### src/design/gcior_pkg.sv
// gcior_pkg: shared constants, codes and the front-to-back command word
// for the in-order group release block. No dependencies.
package gcior_pkg;

  // Default sizes, handed to the top level as parameter defaults
  localparam int MAX_ITEMS_DEF  = 256;
  localparam int MAX_GROUPS_DEF = 32;

  // Release results per input word, and a counter wide enough to hold it
  localparam int MAX_RESULTS = 32;
  localparam int RES_CNT_W   = 6;

  // Port field widths
  localparam int OP_W   = 2;
  localparam int ITEM_W = 8;
  localparam int GID_W  = 5;
  localparam int KIND_W = 3;

  // Group counts saturate at the top of their range
  localparam int               SIZE_W   = 9;
  localparam logic [SIZE_W-1:0] SIZE_SAT = 9'd511;

  // Group index carried in a command word (covers the largest group count)
  localparam int GROUP_W = 6;

  // Input operations
  typedef enum logic [OP_W-1:0] {
    OP_CLEAR = 2'd0,
    OP_LOAD  = 2'd1,
    OP_PREP  = 2'd2,
    OP_MARK  = 2'd3
  } op_e;

  // Result kinds
  typedef enum logic [KIND_W-1:0] {
    KIND_RELEASE = 3'd0,
    KIND_ACK     = 3'd1,
    KIND_RANGE   = 3'd2,
    KIND_ORDER   = 3'd3,
    KIND_UNARMED = 3'd4
  } kind_e;

  // Classified commands from front to back
  typedef enum logic [2:0] {
    CMD_CLEAR = 3'd0,
    CMD_LOAD  = 3'd1,
    CMD_PREP  = 3'd2,
    CMD_MARK  = 3'd3,
    CMD_ERR   = 3'd4
  } cmd_e;

  typedef struct packed {
    cmd_e               cmd;
    logic               old_valid;  // load: item was already mapped
    logic [GROUP_W-1:0] old_group;  // load: group the item leaves
    logic [GROUP_W-1:0] group;      // load: new group; mark: item's group
  } cmd_t;

endpackage

### src/design/gcior_front.sv
// gcior_front: accepts input words, owns the item-to-group map and turns
// each word into a classified command for the back end. Uses gcior_pkg.
module gcior_front #(
  parameter int MAX_ITEMS  = gcior_pkg::MAX_ITEMS_DEF,
  parameter int MAX_GROUPS = gcior_pkg::MAX_GROUPS_DEF
) (
  input  logic                         clk_i,
  input  logic                         rst_ni,
  input  logic                         in_valid_i,
  output logic                         in_stall_o,
  input  logic [gcior_pkg::OP_W-1:0]   op_i,
  input  logic [gcior_pkg::ITEM_W-1:0] item_index_i,
  input  logic [gcior_pkg::GID_W-1:0]  group_id_i,
  output gcior_pkg::cmd_t              cmd_o,
  output logic                         cmd_push_o,
  input  logic                         cmd_full_i
);
  import gcior_pkg::*;

  // Only items reachable through the index field need storage
  localparam int ItemSpace = 1 << ITEM_W;
  localparam int ItemsEff  = (MAX_ITEMS < ItemSpace) ? MAX_ITEMS : ItemSpace;
  localparam int IW        = $clog2(ItemsEff);
  localparam int GW        = (MAX_GROUPS > 1) ? $clog2(MAX_GROUPS) : 1;
  localparam logic [ITEM_W:0] ItemsLim  = (ITEM_W + 1)'(ItemsEff);
  localparam logic [GID_W+1:0] GroupsLim = (GID_W + 2)'(MAX_GROUPS);

  logic                busy_q;
  op_e                 op_q;
  logic [ITEM_W-1:0]   item_q;
  logic [GID_W-1:0]    gid_q;
  logic [GW-1:0]       grp_mem [ItemsEff];
  logic [GW-1:0]       rd_grp_q;
  logic [ItemsEff-1:0] mapped_q;

  logic          accept;
  logic          in_range_in;
  logic          item_ok;
  logic          gid_ok;
  logic          mapped_hit;
  logic          decide;
  logic          map_wr;
  logic          map_clr;
  logic [IW-1:0] idx;

  assign in_stall_o  = busy_q;
  assign accept      = in_valid_i && !busy_q;
  assign in_range_in = {1'b0, item_index_i} < ItemsLim;

  assign idx        = item_q[IW-1:0];
  assign item_ok    = {1'b0, item_q} < ItemsLim;
  assign gid_ok     = {2'b00, gid_q} < GroupsLim;
  assign mapped_hit = item_ok && mapped_q[idx];
  assign decide     = busy_q && !cmd_full_i;
  assign cmd_push_o = decide;

  // Classify the held word
  always_comb begin
    cmd_o           = '0;
    cmd_o.cmd       = CMD_ERR;
    map_wr          = 1'b0;
    map_clr         = 1'b0;
    unique case (op_q)
      OP_CLEAR: begin
        cmd_o.cmd = CMD_CLEAR;
        map_clr   = decide;
      end
      OP_LOAD: begin
        if (item_ok && gid_ok) begin
          cmd_o.cmd       = CMD_LOAD;
          cmd_o.old_valid = mapped_hit;
          cmd_o.old_group = GROUP_W'(rd_grp_q);
          cmd_o.group     = GROUP_W'(gid_q);
          map_wr          = decide;
        end
      end
      OP_PREP: cmd_o.cmd = CMD_PREP;
      OP_MARK: begin
        if (mapped_hit) begin
          cmd_o.cmd   = CMD_MARK;
          cmd_o.group = GROUP_W'(rd_grp_q);
        end
      end
      default: cmd_o.cmd = CMD_ERR;
    endcase
  end

  // Word holding register; map read is issued as the word comes in
  always_ff @(posedge clk_i) begin
    if (accept) begin
      op_q   <= op_e'(op_i);
      item_q <= item_index_i;
      gid_q  <= group_id_i;
    end
  end

  // Item-to-group map, registered read
  always_ff @(posedge clk_i) begin
    if (accept && in_range_in) begin
      rd_grp_q <= grp_mem[item_index_i[IW-1:0]];
    end
    if (map_wr) begin
      grp_mem[idx] <= GW'(gid_q);
    end
  end

  // Busy flag and mapped bits
  always_ff @(posedge clk_i or negedge rst_ni) begin
    if (!rst_ni) begin
      busy_q   <= 1'b0;
      mapped_q <= '0;
    end else begin
      if (accept) begin
        busy_q <= 1'b1;
      end else if (decide) begin
        busy_q <= 1'b0;
      end
      if (map_clr) begin
        mapped_q <= '0;
      end else if (map_wr) begin
        mapped_q[idx] <= 1'b1;
      end
    end
  end

endmodule

### src/design/gcior_queue.sv
// gcior_queue: two-entry command queue between front and back end.
// Uses gcior_pkg for the command word.
module gcior_queue (
  input  logic            clk_i,
  input  logic            rst_ni,
  input  logic            push_i,
  input  gcior_pkg::cmd_t data_i,
  output logic            full_o,
  input  logic            pop_i,
  output gcior_pkg::cmd_t data_o,
  output logic            empty_o
);
  import gcior_pkg::*;

  cmd_t       ent_q [2];
  logic       wr_ptr_q;
  logic       rd_ptr_q;
  logic [1:0] cnt_q;
  logic       do_push;
  logic       do_pop;

  assign full_o  = cnt_q == 2'd2;
  assign empty_o = cnt_q == 2'd0;
  assign data_o  = ent_q[rd_ptr_q];
  assign do_push = push_i && !full_o;
  assign do_pop  = pop_i && !empty_o;

  // Entry storage
  always_ff @(posedge clk_i) begin
    if (do_push) begin
      ent_q[wr_ptr_q] <= data_i;
    end
  end

  // Pointers and fill level
  always_ff @(posedge clk_i or negedge rst_ni) begin
    if (!rst_ni) begin
      wr_ptr_q <= 1'b0;
      rd_ptr_q <= 1'b0;
      cnt_q    <= 2'd0;
    end else begin
      if (do_push) wr_ptr_q <= !wr_ptr_q;
      if (do_pop)  rd_ptr_q <= !rd_ptr_q;
      if (do_push && !do_pop) begin
        cnt_q <= cnt_q + 2'd1;
      end else if (do_pop && !do_push) begin
        cnt_q <= cnt_q - 2'd1;
      end
    end
  end

endmodule

### src/design/gcior_back.sv
// gcior_back: executes commands against group sizes and pending counts,
// walks the release pointer and drives the result register. Uses gcior_pkg.
module gcior_back #(
  parameter int MAX_GROUPS = gcior_pkg::MAX_GROUPS_DEF
) (
  input  logic                         clk_i,
  input  logic                         rst_ni,
  input  gcior_pkg::cmd_t              cmd_i,
  input  logic                         cmd_valid_i,
  output logic                         cmd_pop_o,
  output logic                         out_valid_o,
  input  logic                         out_stall_i,
  output logic [gcior_pkg::KIND_W-1:0] kind_o,
  output logic [gcior_pkg::GID_W-1:0]  released_group_o,
  output logic                         all_issued_o,
  output logic                         last_o
);
  import gcior_pkg::*;

  localparam int GW  = (MAX_GROUPS > 1) ? $clog2(MAX_GROUPS) : 1;
  localparam int RPW = GW + 1;
  localparam logic [GW-1:0]        LastGroup = GW'(MAX_GROUPS - 1);
  localparam logic [RES_CNT_W-1:0] ResLimit  = RES_CNT_W'(MAX_RESULTS);

  typedef enum logic [12:0] {
    ST_IDLE    = 13'b0000000000001,
    ST_RESP    = 13'b0000000000010,
    ST_LD_RDO  = 13'b0000000000100,
    ST_LD_WRO  = 13'b0000000001000,
    ST_LD_RDN  = 13'b0000000010000,
    ST_LD_WRN  = 13'b0000000100000,
    ST_PREP_RD = 13'b0000001000000,
    ST_PREP_WR = 13'b0000010000000,
    ST_MK_RD   = 13'b0000100000000,
    ST_MK_WR   = 13'b0001000000000,
    ST_WK_RD   = 13'b0010000000000,
    ST_WK_CHK  = 13'b0100000000000,
    ST_WK_EMIT = 13'b1000000000000
  } state_e;

  state_e                 state_q, state_d;
  logic                   armed_q, armed_d;
  logic [RPW-1:0]         rp_q, rp_d;
  logic [RPW-1:0]         giu_q, giu_d;
  logic [GW-1:0]          cnt_q, cnt_d;
  logic [RES_CNT_W-1:0]   n_q, n_d;
  kind_e                  resp_kind_q, resp_kind_d;
  cmd_t                   cmd_q, cmd_d;

  // Group size store with valid bits, pending count store
  logic [SIZE_W-1:0]      size_mem [MAX_GROUPS];
  logic [MAX_GROUPS-1:0]  size_v_q;
  logic [SIZE_W-1:0]      size_rd_q;
  logic                   size_rv_q;
  logic [SIZE_W-1:0]      pend_mem [MAX_GROUPS];
  logic [SIZE_W-1:0]      pend_rd_q;

  // Result register
  logic                   out_valid_q;
  kind_e                  out_kind_q;
  logic [GID_W-1:0]       out_grp_q;
  logic                   out_all_q;
  logic                   out_last_q;

  logic                   size_clr, size_ren, size_wen;
  logic [GW-1:0]          size_raddr, size_waddr;
  logic [SIZE_W-1:0]      size_wdata;
  logic                   pend_ren, pend_wen;
  logic [GW-1:0]          pend_raddr, pend_waddr;
  logic [SIZE_W-1:0]      pend_wdata;
  logic                   emit;
  kind_e                  emit_kind;
  logic [GID_W-1:0]       emit_grp;
  logic                   emit_all;
  logic                   emit_last;

  logic                   out_free;
  logic [SIZE_W-1:0]      sval;
  logic [GW-1:0]          g_cur, g_old, g_in;
  logic [RPW-1:0]         rp_p1, rp_p2, new_p1;
  logic                   nxt_ok;

  assign out_free = !out_valid_q || !out_stall_i;
  assign sval     = size_rv_q ? size_rd_q : '0;
  assign g_cur    = cmd_q.group[GW-1:0];
  assign g_old    = cmd_q.old_group[GW-1:0];
  assign g_in     = cmd_i.group[GW-1:0];
  assign rp_p1    = rp_q + RPW'(1);
  assign rp_p2    = rp_q + RPW'(2);
  assign new_p1   = {1'b0, g_cur} + RPW'(1);
  assign nxt_ok   = (RES_CNT_W'(n_q + 1'b1) < ResLimit) && (rp_p1 < giu_q);

  // Sequencer
  always_comb begin
    state_d     = state_q;
    armed_d     = armed_q;
    rp_d        = rp_q;
    giu_d       = giu_q;
    cnt_d       = cnt_q;
    n_d         = n_q;
    resp_kind_d = resp_kind_q;
    cmd_d       = cmd_q;
    cmd_pop_o   = 1'b0;
    size_clr    = 1'b0;
    size_ren    = 1'b0;
    size_raddr  = cnt_q;
    size_wen    = 1'b0;
    size_waddr  = g_old;
    size_wdata  = sval;
    pend_ren    = 1'b0;
    pend_raddr  = g_cur;
    pend_wen    = 1'b0;
    pend_waddr  = g_cur;
    pend_wdata  = pend_rd_q - 1'b1;
    emit        = 1'b0;
    emit_kind   = resp_kind_q;
    emit_grp    = '0;
    emit_all    = rp_q >= giu_q;
    emit_last   = 1'b1;
    unique case (state_q)
      ST_IDLE: begin
        if (cmd_valid_i) begin
          cmd_pop_o = 1'b1;
          cmd_d     = cmd_i;
          case (cmd_i.cmd)
            CMD_CLEAR: begin
              size_clr    = 1'b1;
              armed_d     = 1'b0;
              rp_d        = '0;
              giu_d       = '0;
              resp_kind_d = KIND_ACK;
              state_d     = ST_RESP;
            end
            CMD_LOAD: begin
              state_d = cmd_i.old_valid ? ST_LD_RDO : ST_LD_RDN;
            end
            CMD_PREP: begin
              armed_d = 1'b1;
              rp_d    = '0;
              cnt_d   = '0;
              state_d = ST_PREP_RD;
            end
            CMD_MARK: begin
              if (!armed_q) begin
                resp_kind_d = KIND_UNARMED;
                state_d     = ST_RESP;
              end else if ({1'b0, g_in} < rp_q) begin
                resp_kind_d = KIND_ORDER;
                state_d     = ST_RESP;
              end else begin
                state_d = ST_MK_RD;
              end
            end
            default: begin
              resp_kind_d = KIND_RANGE;
              state_d     = ST_RESP;
            end
          endcase
        end
      end
      // Single closing result
      ST_RESP: begin
        if (out_free) begin
          emit    = 1'b1;
          state_d = ST_IDLE;
        end
      end
      // Load: old group shrinks, new group grows
      ST_LD_RDO: begin
        size_ren   = 1'b1;
        size_raddr = g_old;
        state_d    = ST_LD_WRO;
      end
      ST_LD_WRO: begin
        if (sval != '0) begin
          size_wen   = 1'b1;
          size_waddr = g_old;
          size_wdata = sval - 1'b1;
        end
        state_d = ST_LD_RDN;
      end
      ST_LD_RDN: begin
        size_ren   = 1'b1;
        size_raddr = g_cur;
        state_d    = ST_LD_WRN;
      end
      ST_LD_WRN: begin
        size_wen   = 1'b1;
        size_waddr = g_cur;
        size_wdata = (sval == SIZE_SAT) ? sval : SIZE_W'(sval + 1'b1);
        if (new_p1 > giu_q) giu_d = new_p1;
        resp_kind_d = KIND_ACK;
        state_d     = ST_RESP;
      end
      // Prepare: copy every size into its pending count
      ST_PREP_RD: begin
        size_ren   = 1'b1;
        size_raddr = cnt_q;
        state_d    = ST_PREP_WR;
      end
      ST_PREP_WR: begin
        pend_wen   = 1'b1;
        pend_waddr = cnt_q;
        pend_wdata = sval;
        if (cnt_q == LastGroup) begin
          resp_kind_d = KIND_ACK;
          state_d     = ST_RESP;
        end else begin
          cnt_d   = cnt_q + 1'b1;
          state_d = ST_PREP_RD;
        end
      end
      // Mark: count down the item's group
      ST_MK_RD: begin
        pend_ren   = 1'b1;
        pend_raddr = g_cur;
        state_d    = ST_MK_WR;
      end
      ST_MK_WR: begin
        if (pend_rd_q == '0) begin
          resp_kind_d = KIND_ORDER;
          state_d     = ST_RESP;
        end else begin
          pend_wen   = 1'b1;
          pend_waddr = g_cur;
          n_d        = '0;
          state_d    = ST_WK_RD;
        end
      end
      // Release walk: look at the pointed group
      ST_WK_RD: begin
        if (rp_q < giu_q) begin
          pend_ren   = 1'b1;
          pend_raddr = rp_q[GW-1:0];
          state_d    = ST_WK_CHK;
        end else begin
          resp_kind_d = KIND_ACK;
          state_d     = ST_RESP;
        end
      end
      ST_WK_CHK: begin
        if (pend_rd_q == '0) begin
          // fetch the following group to know whether this release closes
          if (rp_p1 < giu_q) begin
            pend_ren   = 1'b1;
            pend_raddr = rp_p1[GW-1:0];
          end
          state_d = ST_WK_EMIT;
        end else begin
          resp_kind_d = KIND_ACK;
          state_d     = ST_RESP;
        end
      end
      ST_WK_EMIT: begin
        emit_kind = KIND_RELEASE;
        emit_grp  = GID_W'(rp_q);
        emit_all  = rp_p1 >= giu_q;
        emit_last = !(nxt_ok && (pend_rd_q == '0));
        if (out_free) begin
          emit = 1'b1;
          rp_d = rp_p1;
          n_d  = RES_CNT_W'(n_q + 1'b1);
          if (emit_last) begin
            state_d = ST_IDLE;
          end else if (rp_p2 < giu_q) begin
            pend_ren   = 1'b1;
            pend_raddr = rp_p2[GW-1:0];
          end
        end
      end
      default: state_d = ST_IDLE;
    endcase
  end

  // Control registers
  always_ff @(posedge clk_i or negedge rst_ni) begin
    if (!rst_ni) begin
      state_q <= ST_IDLE;
      armed_q <= 1'b0;
      rp_q    <= '0;
      giu_q   <= '0;
      cnt_q   <= '0;
      n_q     <= '0;
    end else begin
      state_q <= state_d;
      armed_q <= armed_d;
      rp_q    <= rp_d;
      giu_q   <= giu_d;
      cnt_q   <= cnt_d;
      n_q     <= n_d;
    end
  end

  // Command and response holding
  always_ff @(posedge clk_i) begin
    cmd_q       <= cmd_d;
    resp_kind_q <= resp_kind_d;
  end

  // Size valid bits; a group never written reads as zero
  always_ff @(posedge clk_i or negedge rst_ni) begin
    if (!rst_ni) begin
      size_v_q  <= '0;
      size_rv_q <= 1'b0;
    end else begin
      if (size_clr) begin
        size_v_q <= '0;
      end else if (size_wen) begin
        size_v_q[size_waddr] <= 1'b1;
      end
      if (size_ren) size_rv_q <= size_v_q[size_raddr];
    end
  end

  // Size store
  always_ff @(posedge clk_i) begin
    if (size_wen) size_mem[size_waddr] <= size_wdata;
    if (size_ren) size_rd_q <= size_mem[size_raddr];
  end

  // Pending store; only read while armed, after prepare has filled it
  always_ff @(posedge clk_i) begin
    if (pend_wen) pend_mem[pend_waddr] <= pend_wdata;
    if (pend_ren) pend_rd_q <= pend_mem[pend_raddr];
  end

  // Result register
  always_ff @(posedge clk_i or negedge rst_ni) begin
    if (!rst_ni) begin
      out_valid_q <= 1'b0;
    end else if (emit) begin
      out_valid_q <= 1'b1;
    end else if (!out_stall_i) begin
      out_valid_q <= 1'b0;
    end
  end

  always_ff @(posedge clk_i) begin
    if (emit) begin
      out_kind_q <= emit_kind;
      out_grp_q  <= emit_grp;
      out_all_q  <= emit_all;
      out_last_q <= emit_last;
    end
  end

  assign out_valid_o      = out_valid_q;
  assign kind_o           = out_kind_q;
  assign released_group_o = out_grp_q;
  assign all_issued_o     = out_all_q;
  assign last_o           = out_last_q;

endmodule

### src/design/group_completion_in_order_release.sv
// In-order group completion tracker, top level.
// Input channel (in_valid_i / in_stall_o): one word per op - clear, load an
// item into a group, prepare and arm, mark an item ready. Output channel
// (out_valid_o / out_stall_i): result words; last_o flags the final word of
// each input, and a mark may give up to MAX_RESULTS group releases.
// The front end holds each word while it classifies it through the item
// map read and takes no new one until it has pushed it into a two-entry
// queue; the back end executes it. Back-end steps per word: clear or error
// give one result; load reads and writes the group size store, first for
// the old group when the item leaves one; prepare sweeps the groups with a
// read and a write state each, copying the size store into the pending
// store; a mark is refused at once, or after the pending read on an extra
// mark, or counts down its group and walks the release pointer.
// Reset clears the map, sizes, pointer and arm state at once; no clearing
// pass is needed. While the receiver stalls, the result register holds its
// word, the back end waits, the queue fills and then the input stalls.
// Depends on gcior_pkg, gcior_front, gcior_queue, gcior_back.
module group_completion_in_order_release #(
  parameter int MAX_ITEMS  = gcior_pkg::MAX_ITEMS_DEF,
  parameter int MAX_GROUPS = gcior_pkg::MAX_GROUPS_DEF
) (
  input  logic                         clk_i,
  input  logic                         rst_ni,
  input  logic                         in_valid_i,
  output logic                         in_stall_o,
  input  logic [gcior_pkg::OP_W-1:0]   op_i,
  input  logic [gcior_pkg::ITEM_W-1:0] item_index_i,
  input  logic [gcior_pkg::GID_W-1:0]  group_id_i,
  output logic                         out_valid_o,
  input  logic                         out_stall_i,
  output logic [gcior_pkg::KIND_W-1:0] kind_o,
  output logic [gcior_pkg::GID_W-1:0]  released_group_o,
  output logic                         all_issued_o,
  output logic                         last_o
);
  import gcior_pkg::*;

  cmd_t push_data;
  cmd_t head_data;
  logic cmd_push;
  logic cmd_full;
  logic cmd_pop;
  logic cmd_empty;

  // Front end: accept and classify
  gcior_front #(
    .MAX_ITEMS  (MAX_ITEMS),
    .MAX_GROUPS (MAX_GROUPS)
  ) u_front (
    .clk_i        (clk_i),
    .rst_ni       (rst_ni),
    .in_valid_i   (in_valid_i),
    .in_stall_o   (in_stall_o),
    .op_i         (op_i),
    .item_index_i (item_index_i),
    .group_id_i   (group_id_i),
    .cmd_o        (push_data),
    .cmd_push_o   (cmd_push),
    .cmd_full_i   (cmd_full)
  );

  // Command queue
  gcior_queue u_queue (
    .clk_i   (clk_i),
    .rst_ni  (rst_ni),
    .push_i  (cmd_push),
    .data_i  (push_data),
    .full_o  (cmd_full),
    .pop_i   (cmd_pop),
    .data_o  (head_data),
    .empty_o (cmd_empty)
  );

  // Back end: counts, release walk, results
  gcior_back #(
    .MAX_GROUPS (MAX_GROUPS)
  ) u_back (
    .clk_i            (clk_i),
    .rst_ni           (rst_ni),
    .cmd_i            (head_data),
    .cmd_valid_i      (!cmd_empty),
    .cmd_pop_o        (cmd_pop),
    .out_valid_o      (out_valid_o),
    .out_stall_i      (out_stall_i),
    .kind_o           (kind_o),
    .released_group_o (released_group_o),
    .all_issued_o     (all_issued_o),
    .last_o           (last_o)
  );

endmodule

### config.mk
export PLATFORM = sky130hd
export DESIGN_NAME = group_completion_in_order_release
export DESIGN_NICKNAME = d
export VERILOG_FILES = /design/src/design/gcior_pkg.sv /design/src/design/gcior_front.sv /design/src/design/gcior_queue.sv /design/src/design/gcior_back.sv /design/src/design/group_completion_in_order_release.sv
export SDC_FILE = /design/constraint.sdc
export NUM_CORES = 2
export LEC_CHECK = 0
export ABC_AREA = 0
export ABC_CLOCK_PERIOD_IN_PS = 5050
export BUFFER_PORTS_ARGS = -buffer_cell sky130_fd_sc_hd__buf_2
export CORE_MARGIN = 3
export CORE_UTILIZATION = 27
export DETAILED_ROUTE_END_ITERATION = 6
export GPL_TIMING_DRIVEN = 1
export SETUP_SLACK_MARGIN = 0.3
export SYNTH_ARGS = -nofsm -noshare
export SYNTH_HDL_FRONTEND = slang
export SYNTH_SLANG_ARGS = --single-unit
### constraint.sdc
create_clock -name clk_i -period 5.05 [get_ports clk_i]
set_clock_uncertainty 0.05 [all_clocks]
set_input_delay 1.2625 -clock clk_i [delete_from_list [all_inputs] [get_ports clk_i]]
set_output_delay 1.2625 -clock clk_i [all_outputs]
set_load 0.03 [all_outputs]
== Word level (Yosys, flattened, before mapping) ==
Memories as Yosys holds them, arrays and structs flattened. A register that Yosys moved wholly into a read port is not among the register bits.
Cells that the tools add are included.
Cells by class
  add/sub/neg operators: 10
  multiply operators: 0
  divide/modulo/power cells: 0
  order comparisons: 13
  equal/unequal tests: 39
  shift-type cells: 0
  mux-type cells: 106
  bitwise logic cells: 3
  reduce and logical (&&, ||, !) cells: 48
Operators with widths (number)
  $mux W256: 2
  $or A256 B256 Y256: 1
  $pmux W13 S13: 1
  $mux W13: 6
  $mux W5: 13
  $mux W32: 2
  $mux W6: 8
  $mux W9: 5
  $pmux W13 S3: 1
  $pmux W6 S2: 3
  $mux W1: 35
  $or A32 B32 Y32: 1
  $pmux W5 S2: 3
  $mux W3: 8
  $ne A2 B2 Y1 const B: 10
  $lt A6 B6 Y1: 3
  $pmux W3 S6: 1
  $pmux W9 S2: 1
  $reduce_bool A2 Y1: 9
  $sub A9 B1 Y9 const B: 2
  $reduce_and A4 Y1: 4
  $pmux W5 S3: 1
  $mux W7: 2
  $eq A13 B1 Y1 const B: 1
  other kinds (60): 96
Word-level totals
  register bits after elaboration: 370
  bits in latches: 0
  memory bits (writable): 1886
  ROM bits: 0
  input bits: 19
  memories kept: 4
Memory list
  u_front.grp_mem: words 256, width 5, rd ports 1, clocked after memory_dff 1, wr ports 1, RTL line gcior_front.sv:32  | logic [GW-1:0] grp_mem [ItemsEff];
  u_back.pend_mem: words 32, width 9, rd ports 1, clocked after memory_dff 1, wr ports 1, RTL line gcior_back.sv:55  | logic [SIZE_W-1:0] pend_mem [MAX_GROUPS];
  u_back.size_mem: words 32, width 9, rd ports 1, clocked after memory_dff 1, wr ports 1, RTL line gcior_back.sv:51  | logic [SIZE_W-1:0] size_mem [MAX_GROUPS];
  u_queue.ent_q: words 2, width 15, rd ports 1, clocked after memory_dff 0, wr ports 1, RTL line gcior_queue.sv:15  | cmd_t ent_q [2];

== Depth between registers and ports, before layout ==
  word-level depth: 9
  depth in mapped cells: 18
  depth with buffers taken out: 15

== Modules after synthesis ==
From an unflattened synthesis, not the netlist that was laid out.
Unflattened totals
  cells, all modules: 5613
  area total of the unflattened synthesis: 92770.2 µm²
Modules (own cells, without submodules)
  gcior_front: instances 1, cells each 3273, area an instance 61367.6 µm²
  gcior_back: instances 1, cells each 2270, area an instance 29996.3 µm²
  gcior_queue: instances 1, cells each 69, area an instance 1402.6 µm²
  group_completion_in_order_release: instances 1, cells each 1, area an instance 3.8 µm²

== Worst setup path before layout ==
OpenSTA, ideal clock, no wires.
  path kind: input port to flip-flop
  start: in item_index_i[0] in the netlist's numbering
  end: reg u_front.rd_grp_q[0], read port of u_front.grp_mem (data pin)
  arrival: 4.147 ns
  data required time: 4.728 ns
  path slack: 0.581 ns
  stages: 7
  path buffers: 3
  path through: clkbuf_1 -> clkbuf_1 -> buf_1 -> mux4_2 -> mux4_2 -> mux4_2 -> mux4_2
RTL lines
  start, declared: RTL line group_completion_in_order_release.sv:27  | input logic [gcior_pkg::ITEM_W-1:0] item_index_i,
  end, declared: RTL line gcior_front.sv:33  | logic [GW-1:0] rd_grp_q;

== Worst setup path in the final report ==
  start: reg u_back.rp_q[2]
  end: reg u_back.pend_rd_q[7], read port of u_back.pend_mem (data pin)
On the way
  cells in the longest elaborated chain, start to end: 7
  elaborated cells between the ends (all ways): 21
  those cells by class: 2 x add/sub; 3 x order compare; 14 x mux; 2 x reduce/logical
RTL lines
  start, declared: RTL line gcior_back.sv:43  | logic [RPW-1:0] rp_q, rp_d;
  start signal, assigned: RTL line gcior_back.sv:287  | rp_q <= rp_d;
  $add A6 B1 Y6: RTL line gcior_back.sv:88  | assign rp_p1 = rp_q + RPW'(1);
  $lt A6 B6 Y1: RTL line gcior_back.sv:91, gcior_back.sv:244
  $logic_and A1 B1 Y1: RTL line gcior_back.sv:91  | assign nxt_ok = (RES_CNT_W'(n_q + 1'b1) < ResLimit) && (rp_p1 < giu_q);
  $logic_and A1 B1 Y1: RTL line gcior_back.sv:258  | emit_last = !(nxt_ok && (pend_rd_q == '0));
  $mux W1 / $mux W5 (equally long branches): RTL line gcior_back.sv:263  | if (emit_last) begin
  $mux W1 / $mux W5 (equally long branches): RTL line gcior_back.sv:259  | if (out_free) begin
  $pmux W1 S4 / $pmux W5 S3 (equally long branches): RTL line gcior_back.sv:120  | unique case (state_q)
  end, declared: RTL line gcior_back.sv:56  | logic [SIZE_W-1:0] pend_rd_q;
Several ways; a longest one is shown, not always the timed one.
A chain may end at the register's enable or synchronous reset.

==> run metrics <==
status=finished clean; RSZ-0062 raised after global routing=false; CP cell instances=ha_1 -> nand4_1 -> xnor2_1 -> ha_1 -> and4_1 -> o21a_1 -> nor3_1 -> and4_1 -> a21oi_1 -> nand2_4 -> buf_12 -> mux2i_1 -> mux2i_1 -> a32oi_1 -> nand4_1; Routed wire per std cell=22.1 um; Syn. warnings=0; worst vdd ir=326 uV; port bufs=30; Mapped Area=91,700 um2; setup slack after layout=0.456 ns; number of setup buffers added after CTS=0; Critical path buffers and inverters=1; grt ovf=0; final WL=228 mm; Combinational Power Share=14.3%; Routed Antenna Nets=0; crit path kind=reg2reg; initial antenna violation count=10; cell family with most CP delay=simple AND/OR/NAND/NOR gates; CTS tree=yes; post-DP HPWL=140 mm; Least-Margin Pin Slew=1.20 ns; largest area contributor in the netlist=edfxtp_1; GRT busiest layer=met2; met3 Usage GRT=2.34%; register area share after synthesis=72.7%; sw frac=26.2%; Max Cap Viol=0; final setup fails=0; Reg2Reg Setup Slack=0.46 ns; power per cell area=430 nW/um2; Top FF cell, synth=edfxtp_1; synth top area cells=edfxtp_1 64%, mux4_2 13%, dfrtp_1 9.0%; drt drc=0; design area=106,000 um2; Tightest Hold Check Type=in2async; Switch Pwr=12,000 uW; Max Clock Freq=218 MHz; max-slew violation count=0; Yosys top cell area share=63.7%; Req. time, crit path=5.57 ns; CTS root buf=clkbuf_16; crit-path max FO=55; largest net degree at the start of global routing=221; fin crit share=91.0%; DP Area=98,500 um2; Starting Density=27.2%; crit-path max cell delay=0.50 ns; Area Overhead vs Synth=15.8%; Vias=49.8k; Die X=589 um; CTS sink count=2,277; EDFF count, synth=1,945; commonest non-fill, non-tap cell in the layout=edfxtp_1; CP arrival=5.12 ns; CTS Buf Count=225; vias in the first global route=50.2k; register share of total power=47.9%; DR iter-0 viols=5,437; P_leak=0.0357 uW; maximum clock insertion buffer count=4; Clock transition at path regs=0.07 ns; routed vias/inst=4.82; post-route setup TNS=0 ns; Critical Path Source Type=flop; first-pass GRT wire length=339 mm; Rel. slew slack=20.0%; Setup WS pre-CTS=0.244 ns; Crit. End Element=flop; htree depth=4; worst skew pair latency=0.93 ns; site row count=213; DR pass1 iterations=6; Clk pwr share=37.8%; Std-Cell Core Area=337,000 um2; die area=347,000 um2; chip height=589 um; Int Power=33,700 uW; Tmin final=4.59 ns; slowest cell on the critical path=dfrtp_1; gp weighted congestion=0.839; io pins=31; Syn Nets=5,530; Fin. Hold Viols=0; #FFs+latches synth=2,277; count of cell types in the netlist=79; ys async rst share=14.6%; most frequent cells in the layout=1,945 x edfxtp_1, 850 x nor2_1, 528 x nand2_1; Cells after Synth=5,474; met2 track demand over resource=20.9%; mean area per synthesized cell=16.8 um2; met1 Use GR=17.7%; total global-route track usage=12.8%; Final #Nets=5,682; layout cell share with drive strength beyond 1=20.4%
## kinds of logic after synthesis
group	share of synthesized area (%)
AND/OR/NAND/NOR	8.48
buffers and inverters	1.42
multiplexers	14.0
XOR/XNOR	0.306
adder cells (fa/ha/maj)	0.505
AO/OA/AOI/OAI	2.59
flip-flops	72.7
## layer usage
layer	wire, um	share of wire [%]
met1	96600	42
met2	111000	48
met3	15800	6.9
met4	5160	2.3
met5	13	0.0057
## cells in the mapped netlist, types with 7 or more instances
library cell / n
edfxtp_1: 1945
nor2_1: 852
nand2_1: 539
mux4_2: 510
dfrtp_1: 331
nand3_1: 226
clkbuf_1: 217
mux2i_1: 118
buf_1: 55
and3_1: 48
o21ai_0: 42
ha_1: 37
a32oi_1: 36
o21a_1: 36
buf_2: 33
nand4_1: 32
a21oi_1: 30
inv_1: 30
a31oi_1: 28
nor3_1: 26
a211oi_1: 24
o211ai_1: 20
o21ba_2: 19
and2_1: 18
nor2b_1: 17
xor2_1: 17
a22oi_1: 16
xnor2_1: 15
nand2b_1: 13
mux2_2: 12
nor3b_1: 12
a22o_1: 10
a221oi_1: 9
o31ai_1: 9
a21o_1: 8
or2_2: 7
## flip-flops by register name, indices dropped and copies added, names as in the netlist, 9 cells and up
signal and count:
u_back.pend_rd_q 9, u_back.pend_mem 288, u_back.size_v_q 32, u_queue.ent_q 28
u_back.cmd_q 10, u_front.mapped_q 256, u_back.size_mem 288, u_back.state_q 13
u_front.grp_mem 1280, u_back.size_rd_q 9
## timing repair
item,in CTS,in global routing
pin swaps,0,1
endpoints found under the setup margin,1,9
gates cloned,0,1
hold buffers,0,0
resized for setup,1,10
## worst paths after layout
kind	cells past startpoint	to	start
worst min-delay path	1	u_front.mapped_q[186]$_DFFE_PN0P_	rst_ni
worst max-delay path	15	u_back.pend_rd_q[7]$_DFFE_PP_	u_back.rp_q[2]$_DFFE_PN0P_
min in group clk_i	1	u_back.size_v_q[25]$_DFFE_PN0P_	u_back.size_v_q[25]$_DFFE_PN0P_
max in group asynchronous	2	u_back.size_v_q[0]$_DFFE_PN0P_	rst_ni
worst min register to register	1	u_back.size_v_q[25]$_DFFE_PN0P_	u_back.size_v_q[25]$_DFFE_PN0P_
worst max register to register	15	u_back.pend_rd_q[7]$_DFFE_PP_	u_back.rp_q[2]$_DFFE_PN0P_
## power groups by stage
| stage | logic, uW | clock network (uW) | registers (uW) |
|---|---|---|---|
| after detailed placement | 6530 | 0 | 22300 |
| after floorplan | 3910 | 0 | 22300 |
| after global placement | 6400 | 0 | 22200 |
| after global routing | 7060 | 18400 | 21900 |
| final | 6510 | 17300 | 21900 |
| after CTS | 6550 | 17600 | 21900 |
## area by class of cell
cell class,count,area (um2)
fillers,32558,231000
flip-flops and latches,2277,66700
multi-input cells,2862,24000
clock buffers,289,6200
well taps,4515,5650
repair buffers,229,2160
clock inverters,127,1410
inverters,31,116
diodes,9,22.5
## per-stage QoR
| stage | std cells | power [uW] | hold WS [ns] | util, % |
|---|---|---|---|---|
| 3_3_place_gp | 9913 | 28600 | 0.422 | 29.2 |
| 6_report | 10339 | 45600 | 0.318 | 31.5 |
| 2_1_floorplan | 5474 | 26300 | 0.409 | - |
| 3_5_place_dp | 9913 | 28800 | 0.429 | 29.2 |
| 5_1_grt | 10331 | 47400 | 0.342 | 31.5 |
| 4_1_cts | 10329 | 46000 | 0.311 | 31.5 |
Power figures use the tool's default switching activity.
